==> src/hdl/u8d_pkg.sv <==
// ----------------------------------------------------------------------------
// u8d_pkg
// Shared widths and constants for the streaming UTF-8 decoder.
// ----------------------------------------------------------------------------
package u8d_pkg;

   localparam int unsigned BYTE_W  = 8;
   localparam int unsigned CODE_W  = 31;
   localparam int unsigned COUNT_W = 13;
   localparam int unsigned LEFT_W  = 3;

   // character limit of the string, clipped to what the count field holds
   localparam int unsigned MAX_CHARS     = 4096;
   localparam int unsigned CNT_FIELD_MAX = (1 << COUNT_W) - 1;
   localparam int unsigned CNT_LIMIT     =
      (MAX_CHARS < CNT_FIELD_MAX) ? MAX_CHARS : CNT_FIELD_MAX;

   // continuation byte tag in the top two bits
   localparam logic [1:0] CONT_TAG = 2'b10;

endpackage

==> src/hdl/u8d_req_if.sv <==
// ----------------------------------------------------------------------------
// u8d_req_if
// Byte channel into the decoder: one string byte per transfer.
// ----------------------------------------------------------------------------
interface u8d_req_if;
   import u8d_pkg::*;

   logic              valid;
   logic              ready;
   logic [BYTE_W-1:0] data_byte;
   logic              is_last;

   modport source (output valid, output data_byte, output is_last, input ready);
   modport sink   (input valid, input data_byte, input is_last, output ready);

endinterface

==> src/hdl/u8d_rsp_if.sv <==
// ----------------------------------------------------------------------------
// u8d_rsp_if
// Result channel out of the decoder: code points and end-of-string status.
// ----------------------------------------------------------------------------
interface u8d_rsp_if;
   import u8d_pkg::*;

   logic               valid;
   logic               ready;
   logic               has_code;
   logic [CODE_W-1:0]  code_point;
   logic               end_of_string;
   logic [COUNT_W-1:0] char_count;
   logic               error;

   modport source (output valid, output has_code, output code_point,
                   output end_of_string, output char_count, output error,
                   input ready);
   modport sink   (input valid, input has_code, input code_point,
                   input end_of_string, input char_count, input error,
                   output ready);

endinterface

==> src/hdl/utf8_stream_decoder.sv <==
// ----------------------------------------------------------------------------
// utf8_stream_decoder
// Streaming UTF-8 decoder, one byte per transfer, one result register.
// ----------------------------------------------------------------------------
// Usage:
//   req carries one string byte per transfer, with is_last set on the final
//   byte of each string. rsp carries at most one result per byte: a result
//   appears when a byte completes a valid character (has_code = 1) and always
//   on the last byte (end_of_string = 1, with char_count and error).
//   Bytes that open or continue a group, skipped lead bytes and bytes after a
//   stray continuation byte make no result.
//   Latency: a result is valid on rsp in the cycle after its byte's transfer.
//   Throughput: one byte per cycle unless stalled; the decode step is a single
//   shift-and-or of the accumulator between decoder state and result register.
//   Stall: while rsp holds a result that is not taken, req.ready is low; it
//   rises in the cycle the result is taken, so a taken result and a new byte
//   transfer together.
//   Reset (synchronous, active high) clears the decoder state and drops any
//   pending result. After each last byte the state returns to empty.
// ----------------------------------------------------------------------------
module utf8_stream_decoder (
   input logic    clock,
   input logic    reset,
   u8d_req_if.sink   req,
   u8d_rsp_if.source rsp
);
   import u8d_pkg::*;

   // decoder state
   logic               halted_ff,  halted_in;
   logic [LEFT_W-1:0]  left_ff,    left_in;
   logic [CODE_W-1:0]  acc_ff,     acc_in;
   logic               bad_ff,     bad_in;
   logic [COUNT_W-1:0] count_ff,   count_in;

   // result register
   logic               rsp_valid_ff, rsp_valid_in;
   logic               has_code_ff;
   logic [CODE_W-1:0]  code_ff;
   logic               eos_ff;
   logic [COUNT_W-1:0] char_count_ff;
   logic               error_ff;

   logic               xfer;
   logic               have;
   logic [CODE_W-1:0]  code;
   logic               err;
   logic               emit;
   logic [BYTE_W-1:0]  b;

   assign b    = req.data_byte;
   assign xfer = req.valid && req.ready;

   // input side stalls only when a held result is not taken
   assign req.ready = !rsp_valid_ff || rsp.ready;

   // decode one byte against the current group state
   always_comb begin
      halted_in = halted_ff;
      left_in   = left_ff;
      acc_in    = acc_ff;
      bad_in    = bad_ff;
      have      = 1'b0;
      code      = '0;
      if (!halted_ff) begin
         if (left_ff == '0) begin
            if (b[7] == 1'b0) begin
               have = 1'b1;
               code = CODE_W'(b);
            end else if (b[7:6] == CONT_TAG) begin
               halted_in = 1'b1;
            end else if (b[5] == 1'b0) begin
               left_in = LEFT_W'(1); acc_in = CODE_W'(b[4:0]); bad_in = 1'b0;
            end else if (b[4] == 1'b0) begin
               left_in = LEFT_W'(2); acc_in = CODE_W'(b[3:0]); bad_in = 1'b0;
            end else if (b[3] == 1'b0) begin
               left_in = LEFT_W'(3); acc_in = CODE_W'(b[2:0]); bad_in = 1'b0;
            end else if (b[2] == 1'b0) begin
               left_in = LEFT_W'(4); acc_in = CODE_W'(b[1:0]); bad_in = 1'b0;
            end else if (b[1] == 1'b0) begin
               left_in = LEFT_W'(5); acc_in = CODE_W'(b[0]);   bad_in = 1'b0;
            end
            // 0xfe and 0xff fall through and are skipped
         end else begin
            bad_in  = bad_ff || (b[7:6] != CONT_TAG);
            acc_in  = {acc_ff[CODE_W-7:0], b[5:0]};
            left_in = left_ff - LEFT_W'(1);
            if (left_in == '0 && !bad_in) begin
               have = 1'b1;
               code = acc_in;
            end
         end
      end
   end

   // saturating character count and end-of-string status
   always_comb begin
      count_in = count_ff;
      if (have && (count_ff < COUNT_W'(CNT_LIMIT))) begin
         count_in = count_ff + COUNT_W'(1);
      end
      err  = req.is_last && (halted_in || (left_in != '0));
      emit = have || req.is_last;
   end

   // state update on each transfer, cleared after the last byte
   always_ff @(posedge clock) begin
      if (reset) begin
         halted_ff <= 1'b0;
         left_ff   <= '0;
         acc_ff    <= '0;
         bad_ff    <= 1'b0;
         count_ff  <= '0;
      end else if (xfer) begin
         if (req.is_last) begin
            halted_ff <= 1'b0;
            left_ff   <= '0;
            acc_ff    <= '0;
            bad_ff    <= 1'b0;
            count_ff  <= '0;
         end else begin
            halted_ff <= halted_in;
            left_ff   <= left_in;
            acc_ff    <= acc_in;
            bad_ff    <= bad_in;
            count_ff  <= count_in;
         end
      end
   end

   // result valid: load on a producing transfer, drop when taken
   always_comb begin
      rsp_valid_in = rsp_valid_ff;
      if (xfer && emit) begin
         rsp_valid_in = 1'b1;
      end else if (rsp.ready) begin
         rsp_valid_in = 1'b0;
      end
   end

   always_ff @(posedge clock) begin
      if (reset) begin
         rsp_valid_ff <= 1'b0;
      end else begin
         rsp_valid_ff <= rsp_valid_in;
      end
   end

   // result payload
   always_ff @(posedge clock) begin
      if (xfer && emit) begin
         has_code_ff   <= have;
         code_ff       <= code;
         eos_ff        <= req.is_last;
         char_count_ff <= count_in;
         error_ff      <= err;
      end
   end

   assign rsp.valid         = rsp_valid_ff;
   assign rsp.has_code      = has_code_ff;
   assign rsp.code_point    = code_ff;
   assign rsp.end_of_string = eos_ff;
   assign rsp.char_count    = char_count_ff;
   assign rsp.error         = error_ff;

endmodule

==> src/flat_wrapper.sv <==
// flat-port wrapper written by rule: the top's interface ports become plain ports
module utf8_stream_decoder_flat import u8d_pkg::*;
  (clock, reset, req_valid, req_data_byte, req_is_last, req_ready, rsp_valid, rsp_has_code, rsp_code_point, rsp_end_of_string, rsp_char_count, rsp_error, rsp_ready);
  u8d_req_if req_i ();
  u8d_rsp_if rsp_i ();
  input logic clock;
  input logic reset;
  input wire logic [$bits(req_i.valid)-1:0] req_valid;
  input wire logic [$bits(req_i.data_byte)-1:0] req_data_byte;
  input wire logic [$bits(req_i.is_last)-1:0] req_is_last;
  output wire logic [$bits(req_i.ready)-1:0] req_ready;
  output wire logic [$bits(rsp_i.valid)-1:0] rsp_valid;
  output wire logic [$bits(rsp_i.has_code)-1:0] rsp_has_code;
  output wire logic [$bits(rsp_i.code_point)-1:0] rsp_code_point;
  output wire logic [$bits(rsp_i.end_of_string)-1:0] rsp_end_of_string;
  output wire logic [$bits(rsp_i.char_count)-1:0] rsp_char_count;
  output wire logic [$bits(rsp_i.error)-1:0] rsp_error;
  input wire logic [$bits(rsp_i.ready)-1:0] rsp_ready;
  assign req_i.valid = req_valid;
  assign req_i.data_byte = req_data_byte;
  assign req_i.is_last = req_is_last;
  assign req_ready = req_i.ready;
  assign rsp_valid = rsp_i.valid;
  assign rsp_has_code = rsp_i.has_code;
  assign rsp_code_point = rsp_i.code_point;
  assign rsp_end_of_string = rsp_i.end_of_string;
  assign rsp_char_count = rsp_i.char_count;
  assign rsp_error = rsp_i.error;
  assign rsp_i.ready = rsp_ready;
  utf8_stream_decoder u_core (.clock(clock), .reset(reset), .req(req_i), .rsp(rsp_i));
endmodule
==> config.mk <==
export PLATFORM = sky130hd
export DESIGN_NAME = utf8_stream_decoder_flat
export DESIGN_NICKNAME = d
export VERILOG_FILES = /design/src/hdl/u8d_pkg.sv /design/src/hdl/u8d_req_if.sv /design/src/hdl/u8d_rsp_if.sv /design/src/hdl/utf8_stream_decoder.sv /design/src/flat_wrapper.sv
export SDC_FILE = /design/constraint.sdc
export NUM_CORES = 1
export LEC_CHECK = 0
export ABC_AREA = 1
export BUFFER_PORTS_ARGS = -buffer_cell sky130_fd_sc_hd__buf_2
export CAP_MARGIN = 40
export CELL_PAD_IN_SITES_DETAIL_PLACEMENT = 1
export CELL_PAD_IN_SITES_GLOBAL_PLACEMENT = 1
export CORE_MARGIN = 3
export CORE_UTILIZATION = 39
export DETAILED_ROUTE_END_ITERATION = 8
export GPL_ROUTABILITY_DRIVEN = 0
export PLACE_DENSITY = 0.86
export SYNTH_ARGS = -nofsm -noshare
export SYNTH_HDL_FRONTEND = slang
export SYNTH_SLANG_ARGS = --single-unit
==> constraint.sdc <==
create_clock -name clock -period 2.7 [get_ports clock]
set_clock_uncertainty 0.1 [all_clocks]
set_input_delay 0.27 -clock clock [delete_from_list [all_inputs] [get_ports clock]]
set_output_delay 0.27 -clock clock [all_outputs]
set_load 0.01 [all_outputs]
# == After elaboration in Yosys (flattened, before gate mapping) ==
# Cells that the tools add are included.
# totals
ff_bits,91
in_bits,13
output_inout_bits,49
word_cells,82
# op_classes
add_sub_neg,2
order_cmp,1
n_eq_ne,6
muxes,46
n_reduce_logical,16
# op_table
op,n
$mux 25,10
$mux 31,2
$mux 3,10
$mux 13,2
$mux 1,21
$add 13x1->13 const B,1
$lt 13x13->1 const B,1
$mux 7,1
$ne 7x7->1 const B,1
$logic_not 3->1,2
$ne 3x3->1 const B,2
$logic_and 1x1->1,5
$reduce_and 5->1,1
$logic_or 1x1->1,4
$ne 2x2->1 const B,2
$reduce_bool 3->1,1
$sub 3x1->3 const B,1
$eq 2x2->1 const B,1
$logic_not 1->1,2
$reduce_bool 2->1,1

# == Logic depth before layout (Yosys ltp) ==
# depth
word_depth,12
mapped_depth,13
depth_no_buf,11

# == Least setup slack after synthesis ==
# No wires, ideal clock.
# synth_path
kind,register to register
startpoint,register u_core.left_ff[0]
endpoint,"register u_core.char_count_ff[0], in the netlist u_core.rsp.char_count[0], enable pin"
arrival_time_ps,2235
required_ps,2199
setup_slack_ps,-36
stages_incl_launch_ff,11
n_path_buf,1
synth_period_minus_slack_ps,2736
path_cell_list,dfxtp_1 > inv_1 > ha_1 > inv_1 > nor2_4 > nor2_4 > nand3_4 > nand2_4 > buf_4 > o21ai_0 > inv_1
# synth_between
elab_chain_len,8
word_cells_on_any_way,9
# synth_lines
item,line_no,rtl
"start, declared",utf8_stream_decoder.sv:31,"logic [LEFT_W-1:0] left_ff, left_in;"
"start signal, assigned",utf8_stream_decoder.sv:123,left_ff <= left_in;
$sub 3x1->3,utf8_stream_decoder.sv:87,left_in = left_ff - LEFT_W'(1);
$logic_not 3->1,utf8_stream_decoder.sv:88,if (left_in == '0 && !bad_in) begin
$logic_and 1x1->1,utf8_stream_decoder.sv:88,
$mux 1,utf8_stream_decoder.sv:88,
$mux 1 *,utf8_stream_decoder.sv:66,if (left_ff == '0) begin
$mux 1 *,utf8_stream_decoder.sv:65,if (!halted_ff) begin
net u_core.have,utf8_stream_decoder.sv:45,logic have;
$logic_or 1x1->1 *,utf8_stream_decoder.sv:103,emit = have || req.is_last;
$logic_and 1x1->1 *,utf8_stream_decoder.sv:151,if (xfer && emit) begin
"end signal, assigned",utf8_stream_decoder.sv:155,char_count_ff <= count_in;
"end, declared",utf8_stream_decoder.sv:41,logic [COUNT_W-1:0] char_count_ff;
# The timed path passes the listed nets; every way through them passes the cells marked *.
# A chain may end at the register's enable or synchronous reset.

# == Worst setup path in the final report ==
# layout_path
startpoint,register u_core.left_ff[0]
endpoint,"register u_core.code_ff[17], in the netlist u_core.rsp.code_point[17], enable pin"
# layout_between
elab_chain_len,8
word_cells_on_any_way,9
# layout_lines
item,line_no,rtl
$sub 3x1->3,utf8_stream_decoder.sv:87,
$logic_not 3->1,utf8_stream_decoder.sv:88,
$logic_and 1x1->1,utf8_stream_decoder.sv:88,
$mux 1,utf8_stream_decoder.sv:88,
$mux 1 *,utf8_stream_decoder.sv:66,
$mux 1 *,utf8_stream_decoder.sv:65,
$logic_or 1x1->1 *,utf8_stream_decoder.sv:103,
$logic_and 1x1->1 *,utf8_stream_decoder.sv:151,
"end signal, assigned",utf8_stream_decoder.sv:153,code_ff <= code;
"end, declared",utf8_stream_decoder.sv:39,logic [CODE_W-1:0] code_ff;
# Every way passes the cells marked *; elsewhere a longest branch is shown, timed or not.

==> results.cfg <==
[cells_and_area]
multi_input_area_sq_mm = 0.00152
fillerInstances = 1280
drive_gt1_frac = 0.219
nets = 565
syn2layout_area_growth_pct = 15.4
num_antenna_cells = 0
regArea_sq_mm = 0.00229

[min_path]
worstHoldPathCells = 3
hp-start = req_data_byte[4]
hold_path_end = u_core.acc_ff[4]
timing.hold.worst.class = input port to flop

[die]
core-area_sq_mm = 0.0104
start_util = 0.405
die_y_microns = 110
dieArea_sq_mm = 0.0121
rows = 37
io_pins = 62
die_x_microns = 110

[clock_network]
htreeDepth = 3
ctsResizeCount = 0
clock_sinks = 91
clockBufferDepth = 2
clk_latency_ps = 370
root_buffer = clkbuf_8
clkTransAtPathRegs_ps = 100
cts_tree = built
cts_buffers = 9

[yosys]
synth_area_sq_mm = 0.00422
syn_avg_cell_area_sq_um = 8.66
synthArstFlopShare = 0
synth_top_cell_by_area = edfxtp_1
ys.flop_type = edfxtp_1
ys_warn_count = 0
synth_cell_types = 33
syn_nets = 504
synthCells = 487
synth-edff-count = 47
synth_area_leaders = edfxtp_1, dfxtp_1, nand2_1
synth.top_cell.area_share = 0.335
ys_ff_latch = 91
synth-seq-area-share = 0.544

[sta]
period_needed_ps = 2440
tightest_slew_ps = 770
maxSlewViolCount = 0
finalCritPeriodShare = 0.902
grt_setup_unrepaired = false
hold_violations = 0
setup_viol = 0
slew_headroom = 0.486
hold_slack_ps = 118
fmax_mhz = 411
fin_setup_tns_ps = 0

[critical_path]
reg2reg_depth = 10
cp_max_fo = 39
r2r_slack_ps = 260
worstPathArrival_ps = 2440
crit_type = flop to flop
cp-start-kind = flop
reg2reg_to = u_core.rsp.code_point[17]
endpoint_kind = flop
worstPathRequired_ps = 2710
r2r-start = u_core.left_ff[0]

[detailed_routing]
via_count = 3412
drt_pass1_iterations = 4
wire_per_inst_microns = 15.2
first_iter_violations = 106
antenna_left = 0
via_per_inst = 4.95
totalWireLength_microns = 10500
drc_errors = 0

[power]
power_uw = 3080
ir_drop_mv = 0.280
power.leakage_uw = 0.00201
power.density_mw_per_mm2 = 633

[run]
maxCapViolCount = 0

[placed_design]
post-dp-hpwl_microns = 7330
numPortBuffers = 61

[grt]
antenna_found_initial = 0
grt_pass1_wl_microns = 17000
grt_pass1_vias = 3587
grt_remaining_overflow = 0
grt_start_max_net_pins = 50
grt_usage = 0.182

[status]
status = finished clean
==> per-layer routing <==
layer | wire length [microns] | up-vias | GRT usage
li1 | - | 1684 | -
met1 | 4370 | 1641 | 0.205
met2 | 5500 | 67 | 0.336
met3 | 350 | 20 | 0.0252
met4 | 245 | 0 | 0.0801
met5 | 0 | - | 0
==> cells by family (layout without fill, tap and decap cells) <==
family	count (synthesis)	after routing	share of synthesized area
compound gates	82	82	0.108
xor+xnor	4	4	0.00831
flops	91	91	0.544
simple gates	214	214	0.232
fa+ha+maj	4	4	0.0119
buf+inv	92	158	0.0956
==> stage by stage <==
| step | instance area (sq um) | cells | setup WS [ps] | utilization |
|---|---|---|---|---|
| floorplan | 4220 | 487 | 50.1 | - |
| global route | 4860 | 689 | 77.1 | 0.467 |
| detailed placement | 4600 | 668 | 196 | 0.442 |
| CTS | 4830 | 684 | 148 | 0.463 |
| finish | 4860 | 689 | 265 | 0.467 |
| global placement | 4600 | 668 | 348 | 0.442 |
==> registers in the layout, indices dropped and copies added, names as in the netlist <==
signal                    flops
u_core.rsp.valid              1
u_core.rsp.end_of_string      1
u_core.rsp.char_count        13
u_core.count_ff              13
u_core.bad_ff                 1
u_core.rsp.has_code           1
u_core.halted_ff              1
u_core.left_ff                3
u_core.rsp.error              1
u_core.rsp.code_point        31
u_core.acc_ff                25
==> layout make-up <==
type	count	share of cell area
multi-input combinational	304	0.313
clock inverter	6	0.0195
sequential	91	0.471
inverter	72	0.0563
timing repair buffer	70	0.0792
tap	136	0.0350
clock buffer	10	0.0262
==> worst max-delay path by stage <==
stage | from | end | slack (ps) | depth (start not counted)
after floorplan | u_core.left_ff[0] | u_core.rsp.char_count[0] | 50 | 10
after global placement | u_core.left_ff[0] | u_core.rsp.code_point[14] | 350 | 10
after detailed placement | u_core.left_ff[0] | u_core.rsp.code_point[23] | 200 | 10
after CTS | u_core.left_ff[0] | u_core.rsp.code_point[7] | 150 | 10
after global routing | u_core.left_ff[0] | u_core.rsp.code_point[16] | 80 | 10
final | u_core.left_ff[0] | u_core.rsp.code_point[17] | 260 | 10
==> what timing repair did <==
| action | CTS | global route |
|---|---|---|
| buffers inserted | 0 | 5 |
| endpoints found under the setup margin | 0 | 39 |
| hold buffers | 0 | 0 |
==> layout by cell type, fill, tap and decap left out, types with 3 or more instances in the layout <==
master and count:
buf_2 61, buf_4 8, nor2_4 3, ha_1 4
a21oi_1 36, o21ai_0 27, inv_6 3, a21oi_2 10
xor2_1 3, nand4_1 3, dfxtp_1 44, o21ai_1 4
inv_1 70, and2_1 5, nand3_1 30, edfxtp_1 47
nand2_1 78, nor2_1 71, nand2_2 14, clkbuf_8 9
==> critical path, stage by stage (launching register included) <==
cell	delay (ps)
dfxtp_1	350
inv_1	160
ha_1	170
inv_1	60
nor2_4	280
nor2_4	60
nand3_4	70
nand2_4	120
o21ai_1	280
clkinvlp_4	250
buf_12	240
==> synth_stat cells (3+ instances only) <==
master / instances
edfxtp_1: 47
o21ai_0: 28
dfxtp_1: 44
buf_2: 4
ha_1: 4
clkbuf_1: 7
and2_1: 5
o21ai_1: 3
nor2_1: 71
nor2_4: 3
nand3_1: 30
nand2_1: 78
a21oi_1: 36
buf_6: 5
xor2_1: 3
nand2_2: 14
nand4_1: 3
inv_1: 71
a21oi_2: 10
==> where the power goes <==
part	internal [uW]	switching [uW]	leakage (uW)
clock network	534	512	0.000112
registers	1560	35.1	0.000823
logic	140	303	0.00107
total	2230	850	0.00201
No activity file was read; power rests on OpenSTA's default activity.
